### config.mk
export PLATFORM = sky130hd
export DESIGN_NAME = slot_buffer_allocator_queue_flat
export DESIGN_NICKNAME = d
export VERILOG_FILES = /design/src/rtl/sbaq_pkg.sv /design/src/rtl/sbaq_if.sv /design/src/rtl/sbaq_ram.sv /design/src/rtl/slot_buffer_allocator_queue.sv /design/src/flat_wrapper.sv
export VERILOG_INCLUDE_DIRS = /design/src /design/src/rtl
export SDC_FILE = /design/constraint.sdc
export NUM_CORES = 1
export LEC_CHECK = 0
export BUFFER_PORTS_ARGS = -buffer_cell sky130_fd_sc_hd__buf_2
export CAP_MARGIN = 10
export CORE_MARGIN = 8
export CORE_UTILIZATION = 55
export CTS_BUF_LIST = sky130_fd_sc_hd__clkbuf_4 sky130_fd_sc_hd__clkbuf_8 sky130_fd_sc_hd__clkbuf_16
export DETAILED_ROUTE_END_ITERATION = 16
export MAX_ROUTING_LAYER = met4
export PLACE_DENSITY = 0.71
export SLEW_MARGIN = 20
export SYNTH_ARGS = -nofsm -noshare
export SYNTH_HDL_FRONTEND = slang
export SYNTH_SLANG_ARGS = --single-unit
### constraint.sdc
create_clock -name clk_i -period 8.5 [get_ports clk_i]
set_input_delay 0.85 -clock clk_i [delete_from_list [all_inputs] [get_ports clk_i]]
set_output_delay 0.85 -clock clk_i [all_outputs]
set_load 0.02 [all_outputs]
### src/rtl/slot_buffer_allocator_queue_assert.svh
// Assertion macros for the slot buffer allocator queue.
// Included by the RTL files that carry concurrent assertions; no dependencies.
`ifndef SLOT_BUFFER_ALLOCATOR_QUEUE_ASSERT_SVH
`define SLOT_BUFFER_ALLOCATOR_QUEUE_ASSERT_SVH

`ifndef SYNTHESIS
// Plain property, sampled on the clock, off while reset is low
`define SBAQ_ASSERT(lbl, clk, rst_n, prop) \
  lbl: assert property (@(posedge clk) disable iff (!rst_n) prop) \
    else $error("sbaq: assertion failed");
// Same-cycle implication
`define SBAQ_ASSERT_IMP(lbl, clk, rst_n, ante, cons) \
  `SBAQ_ASSERT(lbl, clk, rst_n, (ante) |-> (cons))
`else
`define SBAQ_ASSERT(lbl, clk, rst_n, prop)
`define SBAQ_ASSERT_IMP(lbl, clk, rst_n, ante, cons)
`endif

`endif

### src/rtl/sbaq_pkg.sv
// Package for the slot buffer allocator queue: field widths, codes,
// microcode word layout and the microcode program. No dependencies.
`default_nettype none

package sbaq_pkg;

  // Item field widths
  localparam int unsigned ACT_W  = 3;
  localparam int unsigned LEN_W  = 11;
  localparam int unsigned SLOT_W = 6;
  localparam int unsigned STAT_W = 3;
  localparam int unsigned UPC_W  = 5;

  typedef logic [UPC_W-1:0] upc_t;

  // Action codes
  localparam logic [ACT_W-1:0] ACT_RESET   = 3'd0;
  localparam logic [ACT_W-1:0] ACT_ALLOC   = 3'd1;
  localparam logic [ACT_W-1:0] ACT_RELEASE = 3'd2;
  localparam logic [ACT_W-1:0] ACT_FIRST   = 3'd3;
  localparam logic [ACT_W-1:0] ACT_NEXT    = 3'd4;

  typedef enum logic [STAT_W-1:0] {
    ST_OK      = 3'd0,
    ST_FULL    = 3'd1,
    ST_END     = 3'd2,
    ST_BAD     = 3'd3,
    ST_NOTUSED = 3'd4
  } status_e;

  // Datapath operation of one microcode step
  typedef enum logic [3:0] {
    UOP_NOP,
    UOP_RESET,
    UOP_ALLOC_PREP,
    UOP_ALLOC_FIN,
    UOP_REL_INIT,
    UOP_REL_READ,
    UOP_REL_STEP,
    UOP_REL_UNLINK,
    UOP_REL_PUSH,
    UOP_FIRST_READ,
    UOP_FIRST_FIN,
    UOP_NEXT_READ,
    UOP_NEXT_LEN,
    UOP_NEXT_FIN,
    UOP_NEXT_CLEAR
  } uop_e;

  // Jump conditions
  typedef enum logic [2:0] {
    C_NEVER,
    C_FREE_BAD,
    C_SLOT_BAD,
    C_WALK_OVER,
    C_CUR_NE_SLOT,
    C_HEAD_BAD,
    C_CUR_END,
    C_LINK_BAD
  } cond_e;

  typedef struct packed {
    uop_e    op;
    cond_e   cond;
    upc_t    target;
    logic    fin;
    status_e status;
  } ucode_t;

  // Program addresses
  localparam upc_t UA_RESET        = 5'd0;
  localparam upc_t UA_ALLOC        = 5'd1;
  localparam upc_t UA_ALLOC_FIN    = 5'd2;
  localparam upc_t UA_REL          = 5'd3;
  localparam upc_t UA_REL_READ     = 5'd4;
  localparam upc_t UA_REL_STEP     = 5'd5;
  localparam upc_t UA_REL_UNLINK   = 5'd6;
  localparam upc_t UA_REL_PUSH     = 5'd7;
  localparam upc_t UA_FIRST        = 5'd8;
  localparam upc_t UA_FIRST_FIN    = 5'd9;
  localparam upc_t UA_NEXT         = 5'd10;
  localparam upc_t UA_NEXT_LEN     = 5'd11;
  localparam upc_t UA_NEXT_FIN     = 5'd12;
  localparam upc_t UA_NEXT_END     = 5'd13;
  localparam upc_t UA_EMIT_FULL    = 5'd14;
  localparam upc_t UA_EMIT_BAD     = 5'd15;
  localparam upc_t UA_EMIT_NOTUSED = 5'd16;
  localparam upc_t UA_EMIT_END     = 5'd17;

  function automatic ucode_t mk_word(uop_e op, cond_e cond, upc_t target,
                                     logic fin, status_e status);
    ucode_t w;
    w.op     = op;
    w.cond   = cond;
    w.target = target;
    w.fin    = fin;
    w.status = status;
    return w;
  endfunction

  // Microcode ROM
  function automatic ucode_t ucode_word(upc_t a);
    ucode_t w;
    unique case (a)
      UA_RESET:        w = mk_word(UOP_RESET, C_NEVER, UA_RESET, 1'b1, ST_OK);
      UA_ALLOC:        w = mk_word(UOP_ALLOC_PREP, C_FREE_BAD, UA_EMIT_FULL, 1'b0, ST_OK);
      UA_ALLOC_FIN:    w = mk_word(UOP_ALLOC_FIN, C_NEVER, UA_RESET, 1'b1, ST_OK);
      UA_REL:          w = mk_word(UOP_REL_INIT, C_SLOT_BAD, UA_EMIT_BAD, 1'b0, ST_OK);
      UA_REL_READ:     w = mk_word(UOP_REL_READ, C_WALK_OVER, UA_EMIT_NOTUSED, 1'b0, ST_OK);
      UA_REL_STEP:     w = mk_word(UOP_REL_STEP, C_CUR_NE_SLOT, UA_REL_READ, 1'b0, ST_OK);
      UA_REL_UNLINK:   w = mk_word(UOP_REL_UNLINK, C_NEVER, UA_RESET, 1'b0, ST_OK);
      UA_REL_PUSH:     w = mk_word(UOP_REL_PUSH, C_NEVER, UA_RESET, 1'b1, ST_OK);
      UA_FIRST:        w = mk_word(UOP_FIRST_READ, C_HEAD_BAD, UA_EMIT_END, 1'b0, ST_OK);
      UA_FIRST_FIN:    w = mk_word(UOP_FIRST_FIN, C_NEVER, UA_RESET, 1'b1, ST_OK);
      UA_NEXT:         w = mk_word(UOP_NEXT_READ, C_CUR_END, UA_NEXT_END, 1'b0, ST_OK);
      UA_NEXT_LEN:     w = mk_word(UOP_NEXT_LEN, C_LINK_BAD, UA_NEXT_END, 1'b0, ST_OK);
      UA_NEXT_FIN:     w = mk_word(UOP_NEXT_FIN, C_NEVER, UA_RESET, 1'b1, ST_OK);
      UA_NEXT_END:     w = mk_word(UOP_NEXT_CLEAR, C_NEVER, UA_RESET, 1'b1, ST_END);
      UA_EMIT_FULL:    w = mk_word(UOP_NOP, C_NEVER, UA_RESET, 1'b1, ST_FULL);
      UA_EMIT_BAD:     w = mk_word(UOP_NOP, C_NEVER, UA_RESET, 1'b1, ST_BAD);
      UA_EMIT_NOTUSED: w = mk_word(UOP_NOP, C_NEVER, UA_RESET, 1'b1, ST_NOTUSED);
      default:         w = mk_word(UOP_NOP, C_NEVER, UA_RESET, 1'b1, ST_END);
    endcase
    return w;
  endfunction

  // Dispatch: first step of each action; unknown codes answer end
  function automatic upc_t ucode_entry(logic [ACT_W-1:0] act);
    upc_t a;
    unique case (act)
      ACT_RESET:   a = UA_RESET;
      ACT_ALLOC:   a = UA_ALLOC;
      ACT_RELEASE: a = UA_REL;
      ACT_FIRST:   a = UA_FIRST;
      ACT_NEXT:    a = UA_NEXT;
      default:     a = UA_EMIT_END;
    endcase
    return a;
  endfunction

endpackage

`default_nettype wire

### src/rtl/sbaq_if.sv
// Valid/ready channel interfaces for request and result items.
// Depends on sbaq_pkg for the field widths.
`default_nettype none

interface sbaq_req_if import sbaq_pkg::*; ();
  logic              valid;
  logic              ready;
  logic [ACT_W-1:0]  action;
  logic [LEN_W-1:0]  length;
  logic [SLOT_W-1:0] slot;

  modport source (output valid, action, length, slot, input ready);
  modport sink   (input valid, action, length, slot, output ready);
endinterface

interface sbaq_rsp_if import sbaq_pkg::*; ();
  logic              valid;
  logic              ready;
  logic [STAT_W-1:0] status;
  logic [SLOT_W-1:0] slot_out;
  logic [LEN_W-1:0]  length_out;

  modport source (output valid, status, slot_out, length_out, input ready);
  modport sink   (input valid, status, slot_out, length_out, output ready);
endinterface

`default_nettype wire

### src/rtl/sbaq_ram.sv
// Generic single-write, single-read RAM with registered read data.
// No dependencies.
`default_nettype none

module sbaq_ram #(
  parameter int unsigned WIDTH  = 8,
  parameter int unsigned DEPTH  = 16,
  parameter int unsigned ADDR_W = $clog2(DEPTH)
) (
  input  wire logic              clk_i,
  input  wire logic              we_i,
  input  wire logic [ADDR_W-1:0] waddr_i,
  input  wire logic [WIDTH-1:0]  wdata_i,
  input  wire logic              re_i,
  input  wire logic [ADDR_W-1:0] raddr_i,
  output logic      [WIDTH-1:0]  rdata_o
);

  logic [WIDTH-1:0] mem_q [DEPTH];

  // write port
  always_ff @(posedge clk_i) begin
    if (we_i) begin
      mem_q[waddr_i] <= wdata_i;
    end
  end

  // read port, data holds while re_i is low
  always_ff @(posedge clk_i) begin
    if (re_i) begin
      rdata_o <= mem_q[raddr_i];
    end
  end

endmodule

`default_nettype wire

### src/rtl/slot_buffer_allocator_queue.sv
// Slot buffer allocator queue: a microcode sequencer over a link table RAM and a length RAM.
// Each item is accepted and then run as a sequence of microcode steps; a release walks
// the used list from its head until it finds the slot or leaves the list. Each step
// issues at most one registered link table read, and a waiting result holds the last
// step. Async reset and the reset action rebuild the lists at once through per-entry
// valid bits on the link table; there is no clearing pass.
`default_nettype none
`include "slot_buffer_allocator_queue_assert.svh"

module slot_buffer_allocator_queue import sbaq_pkg::*; #(
  parameter int unsigned SLOTS   = 32,
  parameter int unsigned MAX_LEN = 1024
) (
  input  wire logic   clk_i,
  input  wire logic   rst_ni,
  sbaq_req_if.sink    in_i,
  sbaq_rsp_if.source  out_o
);

  localparam int unsigned AW = $clog2(SLOTS + 1);
  localparam logic [SLOT_W-1:0] SLOTS_V = SLOT_W'(SLOTS);
  localparam logic [16:0] MAX_LEN_V = 17'(MAX_LEN);

  function automatic logic slot_bad(logic [SLOT_W-1:0] s);
    return (s == '0) || (s > SLOTS_V);
  endfunction

  // reset contents of a link table entry
  function automatic logic [SLOT_W-1:0] link_init(logic [AW-1:0] a);
    logic [SLOT_W-1:0] s;
    s = SLOT_W'(a);
    return ((s != '0) && (s < SLOTS_V)) ? s + SLOT_W'(1) : '0;
  endfunction

  // control state
  logic              busy_q, busy_d;
  upc_t              upc_q, upc_d;
  logic [SLOT_W-1:0] free_head_q, free_head_d;
  logic [SLOT_W-1:0] used_head_q, used_head_d;
  logic [SLOT_W-1:0] used_tail_q, used_tail_d;
  logic [SLOT_W-1:0] walk_q, walk_d;
  logic [SLOTS:0]    lv_q, lv_d;
  logic              lrd_valid_q, lrd_valid_d;
  logic              out_valid_q, out_valid_d;

  // payload state
  logic [LEN_W-1:0]  len_q, len_d;
  logic [SLOT_W-1:0] slot_q, slot_d;
  logic [SLOT_W-1:0] tmp_q, tmp_d;
  logic [SLOT_W-1:0] prev_q, prev_d;
  logic [SLOT_W-1:0] cur_q, cur_d;
  logic [SLOT_W-1:0] steps_q, steps_d;
  logic [SLOT_W-1:0] lrd_rst_q, lrd_rst_d;
  logic [STAT_W-1:0] out_status_q, out_status_d;
  logic [SLOT_W-1:0] out_slot_q, out_slot_d;
  logic [LEN_W-1:0]  out_len_q, out_len_d;

  // RAM ports
  logic              lk_we, lk_re;
  logic [AW-1:0]     lk_waddr, lk_raddr;
  logic [SLOT_W-1:0] lk_wdata, lk_rdata;
  logic              ln_we, ln_re;
  logic [AW-1:0]     ln_waddr, ln_raddr;
  logic [LEN_W-1:0]  ln_wdata, ln_rdata;

  ucode_t            cw;
  logic              exec;
  logic              jump;
  logic              in_acc;
  logic [SLOT_W-1:0] link_rd;
  logic [LEN_W-1:0]  len_sat;

  sbaq_ram #(.WIDTH(SLOT_W), .DEPTH(SLOTS + 1)) u_link (
    .clk_i   (clk_i),
    .we_i    (lk_we),
    .waddr_i (lk_waddr),
    .wdata_i (lk_wdata),
    .re_i    (lk_re),
    .raddr_i (lk_raddr),
    .rdata_o (lk_rdata)
  );

  sbaq_ram #(.WIDTH(LEN_W), .DEPTH(SLOTS + 1)) u_len (
    .clk_i   (clk_i),
    .we_i    (ln_we),
    .waddr_i (ln_waddr),
    .wdata_i (ln_wdata),
    .re_i    (ln_re),
    .raddr_i (ln_raddr),
    .rdata_o (ln_rdata)
  );

  // handshakes and current control word
  assign cw       = ucode_word(upc_q);
  assign in_acc   = in_i.valid && !busy_q;
  assign exec     = busy_q && (!cw.fin || !out_valid_q || out_o.ready);
  assign link_rd  = lrd_valid_q ? lk_rdata : lrd_rst_q;
  assign len_sat  = ({6'd0, in_i.length} > MAX_LEN_V) ? MAX_LEN_V[LEN_W-1:0] : in_i.length;

  assign in_i.ready       = !busy_q;
  assign out_o.valid      = out_valid_q;
  assign out_o.status     = out_status_q;
  assign out_o.slot_out   = out_slot_q;
  assign out_o.length_out = out_len_q;

  // jump condition
  always_comb begin
    unique case (cw.cond)
      C_NEVER:       jump = 1'b0;
      C_FREE_BAD:    jump = slot_bad(free_head_q);
      C_SLOT_BAD:    jump = slot_bad(slot_q);
      C_WALK_OVER:   jump = slot_bad(cur_q) || (steps_q == SLOTS_V);
      C_CUR_NE_SLOT: jump = (cur_q != slot_q);
      C_HEAD_BAD:    jump = slot_bad(used_head_q);
      C_CUR_END:     jump = slot_bad(walk_q) || (walk_q == used_tail_q);
      C_LINK_BAD:    jump = slot_bad(link_rd);
    endcase
  end

  // sequencer and datapath
  always_comb begin
    busy_d       = busy_q;
    upc_d        = upc_q;
    free_head_d  = free_head_q;
    used_head_d  = used_head_q;
    used_tail_d  = used_tail_q;
    walk_d       = walk_q;
    lv_d         = lv_q;
    lrd_valid_d  = lrd_valid_q;
    out_valid_d  = out_valid_q;
    len_d        = len_q;
    slot_d       = slot_q;
    tmp_d        = tmp_q;
    prev_d       = prev_q;
    cur_d        = cur_q;
    steps_d      = steps_q;
    lrd_rst_d    = lrd_rst_q;
    out_status_d = out_status_q;
    out_slot_d   = out_slot_q;
    out_len_d    = out_len_q;
    lk_we        = 1'b0;
    lk_waddr     = '0;
    lk_wdata     = '0;
    lk_re        = 1'b0;
    lk_raddr     = '0;
    ln_we        = 1'b0;
    ln_waddr     = '0;
    ln_wdata     = '0;
    ln_re        = 1'b0;
    ln_raddr     = '0;

    if (out_valid_q && out_o.ready) begin
      out_valid_d = 1'b0;
    end

    // take a new item
    if (in_acc) begin
      busy_d = 1'b1;
      upc_d  = ucode_entry(in_i.action);
      len_d  = len_sat;
      slot_d = in_i.slot;
    end

    if (exec) begin
      upc_d = jump ? cw.target : upc_q + upc_t'(1);
      if (cw.fin) begin
        busy_d       = 1'b0;
        out_valid_d  = 1'b1;
        out_status_d = cw.status;
        out_slot_d   = '0;
        out_len_d    = '0;
      end

      unique case (cw.op)
        UOP_NOP: begin
        end
        UOP_RESET: begin
          lv_d        = '0;
          free_head_d = SLOT_W'(1);
          used_head_d = '0;
          used_tail_d = '0;
          walk_d      = '0;
        end
        UOP_ALLOC_PREP: begin
          if (!slot_bad(free_head_q)) begin
            tmp_d    = free_head_q;
            lk_re    = 1'b1;
            lk_raddr = AW'(free_head_q);
            ln_we    = 1'b1;
            ln_waddr = AW'(free_head_q);
            ln_wdata = len_q;
            // append behind the current tail
            if (used_head_q != '0) begin
              lk_we    = 1'b1;
              lk_waddr = AW'(used_tail_q);
              lk_wdata = free_head_q;
            end
          end
        end
        UOP_ALLOC_FIN: begin
          free_head_d = link_rd;
          lk_we       = 1'b1;
          lk_waddr    = AW'(tmp_q);
          lk_wdata    = '0;
          if (used_head_q == '0) begin
            used_head_d = tmp_q;
          end
          used_tail_d = tmp_q;
          out_slot_d  = tmp_q;
          out_len_d   = len_q;
        end
        UOP_REL_INIT: begin
          prev_d  = '0;
          cur_d   = used_head_q;
          steps_d = '0;
        end
        UOP_REL_READ: begin
          lk_re    = 1'b1;
          lk_raddr = AW'(cur_q);
        end
        UOP_REL_STEP: begin
          if (cur_q != slot_q) begin
            prev_d  = cur_q;
            cur_d   = link_rd;
            steps_d = steps_q + SLOT_W'(1);
          end else begin
            tmp_d = link_rd;
          end
        end
        UOP_REL_UNLINK: begin
          if (prev_q == '0) begin
            used_head_d = tmp_q;
          end else begin
            lk_we    = 1'b1;
            lk_waddr = AW'(prev_q);
            lk_wdata = tmp_q;
          end
          if (used_tail_q == slot_q) begin
            used_tail_d = prev_q;
          end
          if (walk_q == slot_q) begin
            walk_d = '0;
          end
        end
        UOP_REL_PUSH: begin
          lk_we       = 1'b1;
          lk_waddr    = AW'(slot_q);
          lk_wdata    = free_head_q;
          free_head_d = slot_q;
          out_slot_d  = slot_q;
        end
        UOP_FIRST_READ: begin
          ln_re    = 1'b1;
          ln_raddr = AW'(used_head_q);
        end
        UOP_FIRST_FIN: begin
          walk_d     = used_head_q;
          out_slot_d = used_head_q;
          out_len_d  = ln_rdata;
        end
        UOP_NEXT_READ: begin
          lk_re    = 1'b1;
          lk_raddr = AW'(walk_q);
        end
        UOP_NEXT_LEN: begin
          tmp_d    = link_rd;
          ln_re    = 1'b1;
          ln_raddr = AW'(link_rd);
        end
        UOP_NEXT_FIN: begin
          walk_d     = tmp_q;
          out_slot_d = tmp_q;
          out_len_d  = ln_rdata;
        end
        UOP_NEXT_CLEAR: begin
          walk_d = '0;
        end
      endcase

      // link table valid bits track written entries
      if (lk_we) begin
        lv_d[lk_waddr] = 1'b1;
      end
      if (lk_re) begin
        lrd_valid_d = lv_q[lk_raddr];
        lrd_rst_d   = link_init(lk_raddr);
      end
    end
  end

  // control registers
  always_ff @(posedge clk_i or negedge rst_ni) begin
    if (!rst_ni) begin
      busy_q      <= 1'b0;
      upc_q       <= UA_RESET;
      free_head_q <= SLOT_W'(1);
      used_head_q <= '0;
      used_tail_q <= '0;
      walk_q      <= '0;
      lv_q        <= '0;
      lrd_valid_q <= 1'b0;
      out_valid_q <= 1'b0;
    end else begin
      busy_q      <= busy_d;
      upc_q       <= upc_d;
      free_head_q <= free_head_d;
      used_head_q <= used_head_d;
      used_tail_q <= used_tail_d;
      walk_q      <= walk_d;
      lv_q        <= lv_d;
      lrd_valid_q <= lrd_valid_d;
      out_valid_q <= out_valid_d;
    end
  end

  // payload registers
  always_ff @(posedge clk_i) begin
    len_q        <= len_d;
    slot_q       <= slot_d;
    tmp_q        <= tmp_d;
    prev_q       <= prev_d;
    cur_q        <= cur_d;
    steps_q      <= steps_d;
    lrd_rst_q    <= lrd_rst_d;
    out_status_q <= out_status_d;
    out_slot_q   <= out_slot_d;
    out_len_q    <= out_len_d;
  end

  // used list is empty at both ends or at neither
  `SBAQ_ASSERT(a_used_ends, clk_i, rst_ni, (used_head_q == '0) == (used_tail_q == '0))
  // a finishing step never overwrites a result that waits
  `SBAQ_ASSERT_IMP(a_no_overwrite, clk_i, rst_ni, exec && cw.fin, !out_valid_q || out_o.ready)
  // a result appears only as an item finishes
  `SBAQ_ASSERT_IMP(a_rsp_from_item, clk_i, rst_ni, $rose(out_valid_q), $past(busy_q))
  // the release walk never exceeds the slot count
  `SBAQ_ASSERT_IMP(a_walk_bound, clk_i, rst_ni, busy_q && cw.op == UOP_REL_STEP, steps_q < SLOTS_V)

endmodule

`default_nettype wire
### src/flat_wrapper.sv
// flat-port wrapper written by rule: the top's interface ports become plain ports
module slot_buffer_allocator_queue_flat import sbaq_pkg::*;
#(
  parameter int unsigned SLOTS   = 32,
  parameter int unsigned MAX_LEN = 1024
)
  (clk_i, rst_ni, in_i_valid, in_i_action, in_i_length, in_i_slot, in_i_ready, out_o_valid, out_o_status, out_o_slot_out, out_o_length_out, out_o_ready);
  sbaq_req_if in_i_i ();
  sbaq_rsp_if out_o_i ();
  input  wire logic clk_i;
  input  wire logic rst_ni;
  input wire logic [$bits(in_i_i.valid)-1:0] in_i_valid;
  input wire logic [$bits(in_i_i.action)-1:0] in_i_action;
  input wire logic [$bits(in_i_i.length)-1:0] in_i_length;
  input wire logic [$bits(in_i_i.slot)-1:0] in_i_slot;
  output wire logic [$bits(in_i_i.ready)-1:0] in_i_ready;
  output wire logic [$bits(out_o_i.valid)-1:0] out_o_valid;
  output wire logic [$bits(out_o_i.status)-1:0] out_o_status;
  output wire logic [$bits(out_o_i.slot_out)-1:0] out_o_slot_out;
  output wire logic [$bits(out_o_i.length_out)-1:0] out_o_length_out;
  input wire logic [$bits(out_o_i.ready)-1:0] out_o_ready;
  assign in_i_i.valid = in_i_valid;
  assign in_i_i.action = in_i_action;
  assign in_i_i.length = in_i_length;
  assign in_i_i.slot = in_i_slot;
  assign in_i_ready = in_i_i.ready;
  assign out_o_valid = out_o_i.valid;
  assign out_o_status = out_o_i.status;
  assign out_o_slot_out = out_o_i.slot_out;
  assign out_o_length_out = out_o_i.length_out;
  assign out_o_i.ready = out_o_ready;
  slot_buffer_allocator_queue #(.SLOTS(SLOTS), .MAX_LEN(MAX_LEN)) u_core (.clk_i(clk_i), .rst_ni(rst_ni), .in_i(in_i_i), .out_o(out_o_i));
endmodule
### Yosys cells after proc, flatten, opt, wreduce, memory -nomap -nowiden

Memory sizes are Yosys's and may differ from the RTL's. A register that Yosys moved wholly into a read port is not among the register bits.
Cells that the tools add are included.

* flip-flop bits (word level): 132
* RAM bits: 561
* memory bits (read-only): 512
* input bits: 24
* output and inout port bits: 22
* logic and storage cells: 207
* memories: 3

Memories
* (no name shown): words 32, width 16, read ports 1, clocked after Yosys merged registers in 0, wr ports 0, RTL line sbaq_pkg.sv:104 `unique case (a)`
* u_core.u_len.mem_q: words 33, width 11, read ports 1, clocked after Yosys merged registers in 1, wr ports 1, RTL line sbaq_ram.sv:19 `logic [WIDTH-1:0] mem_q [DEPTH];`
* u_core.u_link.mem_q: words 33, width 6, read ports 1, clocked after Yosys merged registers in 1, wr ports 1, RTL line sbaq_ram.sv:19

* add/subtract/negate cells: 3
* magnitude comparators: 11
* eq/ne operators: 37
* multiplexer cells: 80
* bitwise logic cells: 1
* reductions and logical operators: 53

Operators with widths (count)
* 2-to-1 mux 6 bit: 26
* one-hot mux 6 bit (3 select lines): 7
* 2-to-1 mux 33 bit: 3
* one-hot mux 6 bit (2 select lines): 4
* one-hot mux 6 bit (4 select lines): 2
* 2-to-1 mux 11 bit: 4
* logical NOT 6 bit: 7
* > comparator 6 bit (second input constant): 6
* bitwise OR 33 bit: 1
* == test 4 bit (second input constant): 7
* one-hot mux 5 bit (5 select lines): 1
* 2-to-1 mux 1 bit: 24
* one-hot mux 11 bit (2 select lines): 1
* == test 6 bit: 3
* == test 4 x 3 -> 1 bit (second input constant): 4
* == test 3 bit (second input constant): 5
* 2-to-1 mux 5 bit: 3
* less-than comparator 6 x 7 -> 1 bit (second input constant): 2
* adder 6 x 1 -> 6 bit (second input constant): 2
* == test 3 x 2 -> 1 bit (second input constant): 4
* nonzero test 3 bit: 4
* nonzero test 6 bit: 2
* OR reduction 2 bit: 6
* > comparator 11 bit (second input constant): 1
* other kinds (24): 56

### Logic depth before layout (Yosys ltp)

An unclocked memory read counts as a cell.

* depth in word-level cells: 12
* mapped depth: 17
* gate-level depth less buffers: 12

### Modules after synthesis

From an unflattened synthesis, not the netlist that was laid out.

* cell total of the unflattened synthesis: 2055
* area, all modules: 30850.8 µm²

Modules (own cells, without submodules)
* sbaq_ram (u_core.u_len): times used 1, cells an instance 806, area each 14856.7 µm², sequential area each 11230.8 µm²
* sbaq_ram (u_core.u_link): times used 1, cells an instance 458, area each 8220.4 µm², sequential area each 6125.9 µm²
* slot_buffer_allocator_queue: times used 1, cells an instance 791, area each 7773.7 µm², sequential area each 3639.7 µm²

### Worst setup path after synthesis

Ideal clock, no wire load.

* kind: register -> register
* start point: register u_core.upc_q[1]
* end point: register u_core.cur_q[0] (enable)
* library setup time: 0.492 ns
* arrival: 4.929 ns
* data required time: 8.008 ns
* slack: 3.079 ns
* stages on the path, launching flop included: 12
* buffers on the path: 5
* period minus slack after synthesis: 5.421 ns
* cells stage by stage: dfrtp_1 -> buf_2 -> inv_1 -> ha_1 -> nand2_1 -> o2111ai_1 -> a21o_1 -> clkbuf_1 -> buf_2 -> buf_1 -> clkbuf_1 -> a2111oi_0

* cells in the longest elaborated chain, start to end: 6
* elaborated cells between the ends (all ways): 10
* those cells by class: eq/ne: 3; reduce/logical: 6; memory: 1

Ends and longest elaborated chain
* start: declaration: RTL line slot_buffer_allocator_queue.sv:37 `upc_t upc_q, upc_d;`
* start signal: assignment: RTL line slot_buffer_allocator_queue.sv:305 `upc_q <= upc_d;`
* memory (32 x 16 bit) *
* parallel branches: the longest is 4 deep, another holds == test 4 x 3 -> 1 bit
* AND reduction 3 bit (no line) *
* end signal: assignment: RTL line slot_buffer_allocator_queue.sv:322 `cur_q <= cur_d;`
* end: declaration: RTL line slot_buffer_allocator_queue.sv:51 `logic [SLOT_W-1:0] cur_q, cur_d;`

Mark *: on every way between the ends.
A chain may end at the register's enable or synchronous reset.

### Worst setup path after layout

* start point: register u_core.upc_q[0]
* end point: register u_core.u_link.rdata_o[3], read port of u_core.u_link.mem_q, data pin

* cells in the longest elaborated chain, start to end: 6
* elaborated cells between the ends (all ways): 15
* those cells by class: eq/ne: 3; mux: 6; reduce/logical: 5; memory: 1

Ends and longest elaborated chain
* memory (32 x 16 bit) *
* == test 4 x 3 -> 1 bit (tied with other cells): RTL line slot_buffer_allocator_queue.sv:174 `unique case (cw.op)`
* OR reduction 2 bit (no line) / logical OR 1 bit (equally long branches)
* one-hot mux 1 bit (2 select lines) / logical OR 1 bit (equally long branches): RTL line slot_buffer_allocator_queue.sv:174, slot_buffer_allocator_queue.sv:96
* 2-to-1 mux 1 bit / logical AND 1 bit (equally long branches): RTL line slot_buffer_allocator_queue.sv:164, slot_buffer_allocator_queue.sv:96
* 2-to-1 mux 1 bit / 2-to-1 mux 6 bit (equally long branches): RTL line slot_buffer_allocator_queue.sv:164 `if (exec) begin`
* end: declaration: RTL line sbaq_ram.sv:16 `output logic [WIDTH-1:0] rdata_o`

Every way passes the cells marked *; elsewhere a longest branch is shown, timed or not. The select of a mux whose other input is x is not followed.

==> impl_metrics.env <==
export IMPL_status="completed"
export IMPL_ys_async_sr_fraction=0.0915
export IMPL_hold_depth=1
export IMPL_required_ps=8880
export IMPL_numCtsBuffers=73
export IMPL_arrival_ps=6080
export IMPL_period_minus_slack_ps=5700
export IMPL_fillCellCount=4256
export IMPL_cpMaxStageDelayCell="o211ai_4"
export IMPL_synth_most_common_cell="edfxtp_1"
export IMPL_syn_inst=2388
export IMPL_synth_edf_count=645
export IMPL_grt_pass1_wl_um=125000
export IMPL_dr_pass1_iters=6
export IMPL_worstMarginPinSlew_ps=1150
export IMPL_fp_row_count=86
export IMPL_clkTransAtPathRegs_ps=60
export IMPL_cts_sinks=710
export IMPL_rr_worst_depth=12
export IMPL_cts_htree_levels=3
export IMPL_avgSynthCellArea_um2=12.9
export IMPL_die_y_um=253
export IMPL_syn_to_final_growth_pct=11.1
export IMPL_hold_viol=0
export IMPL_root_buffer="clkbuf_16"
export IMPL_num_io_pins=46
export IMPL_num_vias=20766
export IMPL_post_cts_resized=0
export IMPL_clock_latency_ps=620
export IMPL_yosys_warnings=0
export IMPL_setup_tns_ps=0
export IMPL_wl_um=81800
export IMPL_grt_ovfl_total=0
export IMPL_hold_buffers=0
export IMPL_startpoint_type="flop"
export IMPL_ir_worst_vdd_v=0.000180
export IMPL_nNetsFinal=2459
export IMPL_path_max_fanout=38
export IMPL_hpwl_um=51800
export IMPL_postRouteAntennaNets=0
export IMPL_die_x_um=253
export IMPL_crit_path_frequent_cell="ha_1"
export IMPL_synthFlopType="edfxtp_1"
export IMPL_tritoncts="yes"
export IMPL_drt_first_iter_violations=2418
export IMPL_drv_cap=0
export IMPL_crit_buf_inv=1
export IMPL_design_core_area_um2=55300
export IMPL_wl_per_cell_um=25.3
export IMPL_grt_start_max_net_pins=70
export IMPL_fmax_mhz=175
export IMPL_antenna_found_initial=2
export IMPL_synth_top_area_frac=0.628
export IMPL_critical_path_depth=12
export IMPL_viasPerCell=6.43
export IMPL_syn_cell_area_um2=30800
export IMPL_dieArea_um2=63900
export IMPL_rsz0062_at_grt="false"
export IMPL_leakage_uw=0.0121
export IMPL_layout_drive_gt1_share=0.131
export IMPL_fin_skew_ps=19.6
export IMPL_synth_area_leaders="edfxtp_1 63%, dfrtp_1 5.2%, nand2_1 3.4%"
export IMPL_drc_errors=0
export IMPL_timing_final_crit_share=0.671
export IMPL_cpLargestDelayFamily="compound AO/OA/AOI/OAI gates"
export IMPL_initial_core_util=0.558
export IMPL_hold_path_class="in2reg"
export IMPL_ys_types=99
export IMPL_place_port_buffers=45
export IMPL_setup_viol_count_final=0
export IMPL_clk_path_buf_depth=3
export IMPL_grtUsageTotal=0.263
export IMPL_yosys_area_top_type="edfxtp_1"
export IMPL_gp_congestion=0.914
export IMPL_synthTopCellsByCount="645 x edfxtp_1, 277 x nand2_1, 254 x nor2_1, 120 x o21ai_0, 89 x a21oi_1"
export IMPL_slew_headroom=0.231
export IMPL_powerDensity_nw_per_um2=293
export IMPL_ys_seq_area_frac=0.681
export IMPL_path_cells="ha_1, ha_1, nor2_1, a211o_1, nand4_1, o211ai_4, buf_4, nand2_2, mux2i_1, a221o_1, o2111a_1, a2111oi_1"
export IMPL_utilization=0.619
export IMPL_slew_viol_final=0
export IMPL_post_cts_buffers=0
export IMPL_critical_path_max_stage_delay_ps=770
export IMPL_crit_path_end_kind="flop"
export IMPL_worstSetupPathType="reg2reg"
export IMPL_ys_ff_latch=710
export IMPL_first_global_vias=20271
==> stage by stage <==
stage | total power [µW] | area, µm² | worst slack, ps | hold WS (ps) | instances
finish | 10000 | 34300 | 2800 | 421 | 3230
global route | 10400 | 34300 | 2430 | 400 | 3230
CTS | 10000 | 34200 | 2650 | 390 | 3229
detailed placement | 6870 | 31800 | 2670 | 460 | 3097
global placement | 6820 | 31800 | 2910 | 454 | 3097
floorplan | 6080 | 30900 | 3080 | 443 | 2398
==> final cells by class <==
type / instances / area, µm² / area share
multi-input combinational: 1532 / 9310 / 0.272
tap: 748 / 936 / 0.0273
sequential: 710 / 21000 / 0.613
clock buffer: 107 / 2150 / 0.0627
timing repair buffer: 88 / 548 / 0.0160
antenna: 1 / 2.50 / 0.0000731
clock inverter: 25 / 238 / 0.00694
inverter: 19 / 73.8 / 0.00216
==> cell families after synthesis <==
family | count (synthesis) | synth area share
compound gates | 550 | 0.124
xor+xnor | 35 | 0.00994
fa+ha+maj | 11 | 0.00446
buf+inv | 156 | 0.0236
flops | 710 | 0.681
mux | 73 | 0.0278
other cells | 1 | 0.000122
simple gates | 852 | 0.129
==> path summary, 6_finish.rpt <==
kind | start | endpoint | slack, ps
min | in_i_slot[1] | u_core.slot_q[1] | 420
max reg2reg | u_core.upc_q[0] | u_core.u_link.rdata_o[3] | 2800
max | u_core.upc_q[0] | u_core.u_link.rdata_o[3] | 2800
min reg2reg | u_core.lv_q[30] | u_core.lv_q[30] | 470
min in group asynchronous | rst_ni | u_core.walk_q[4] | 460
max in group asynchronous | rst_ni | u_core.lv_q[25] | 7430
==> placed cells by master (no fill, tap or decap), drive strengths merged, types with 22 or more instances in the layout <==
cell type / Yosys / final
nor3: 76 / 76
a21oi: 95 / 95
and3: 28 / 28
clkbuf: 69 / 107
a22oi: 24 / 24
mux2i: 44 / 44
a21o: 34 / 34
dfrtp: 64 / 64
a22o: 26 / 26
nor2: 257 / 257
nand3: 71 / 71
and2: 22 / 22
o21ai: 129 / 129
o22ai: 28 / 28
a211oi: 33 / 33
nand2: 282 / 282
a31oi: 36 / 36
edfxtp: 645 / 645
buf: 68 / 88
==> state kept, by name, indices dropped and copies added (netlist names), 5 cells and up <==
| name | count |
|---|---|
| u_core.cur_q | 6 |
| u_core.upc_q | 5 |
| u_core.lrd_rst_q | 6 |
| u_core.tmp_q | 6 |
| u_core.walk_q | 6 |
| u_core.out_o.length_out | 11 |
| u_core.steps_q | 6 |
| u_core.u_link.mem_q | 198 |
| u_core.u_len.mem_q | 363 |
| u_core.u_len.rdata_o | 11 |
| u_core.lv_q | 33 |
| u_core.used_tail_q | 6 |
| u_core.out_o.slot_out | 6 |
| u_core.used_head_q | 6 |
| u_core.u_link.rdata_o | 6 |
| u_core.len_q | 11 |
| u_core.free_head_q | 6 |
| u_core.prev_q | 6 |
| u_core.slot_q | 6 |
==> report_power, final <==
group          switching, µW  leakage, µW  internal, µW
Combinational           1740      0.00405           747
Sequential               285      0.00685          4100
Clock                   1310      0.00120          1850
==> metal layers <==
metal,share of wire,track usage,wire length [µm]
met1,0.39,0.342,32200
met2,0.47,0.401,38300
met3,0.094,0.0568,7710
met4,0.043,0.111,3540
met5,0,-,0
Power figures use the tool's default switching activity.
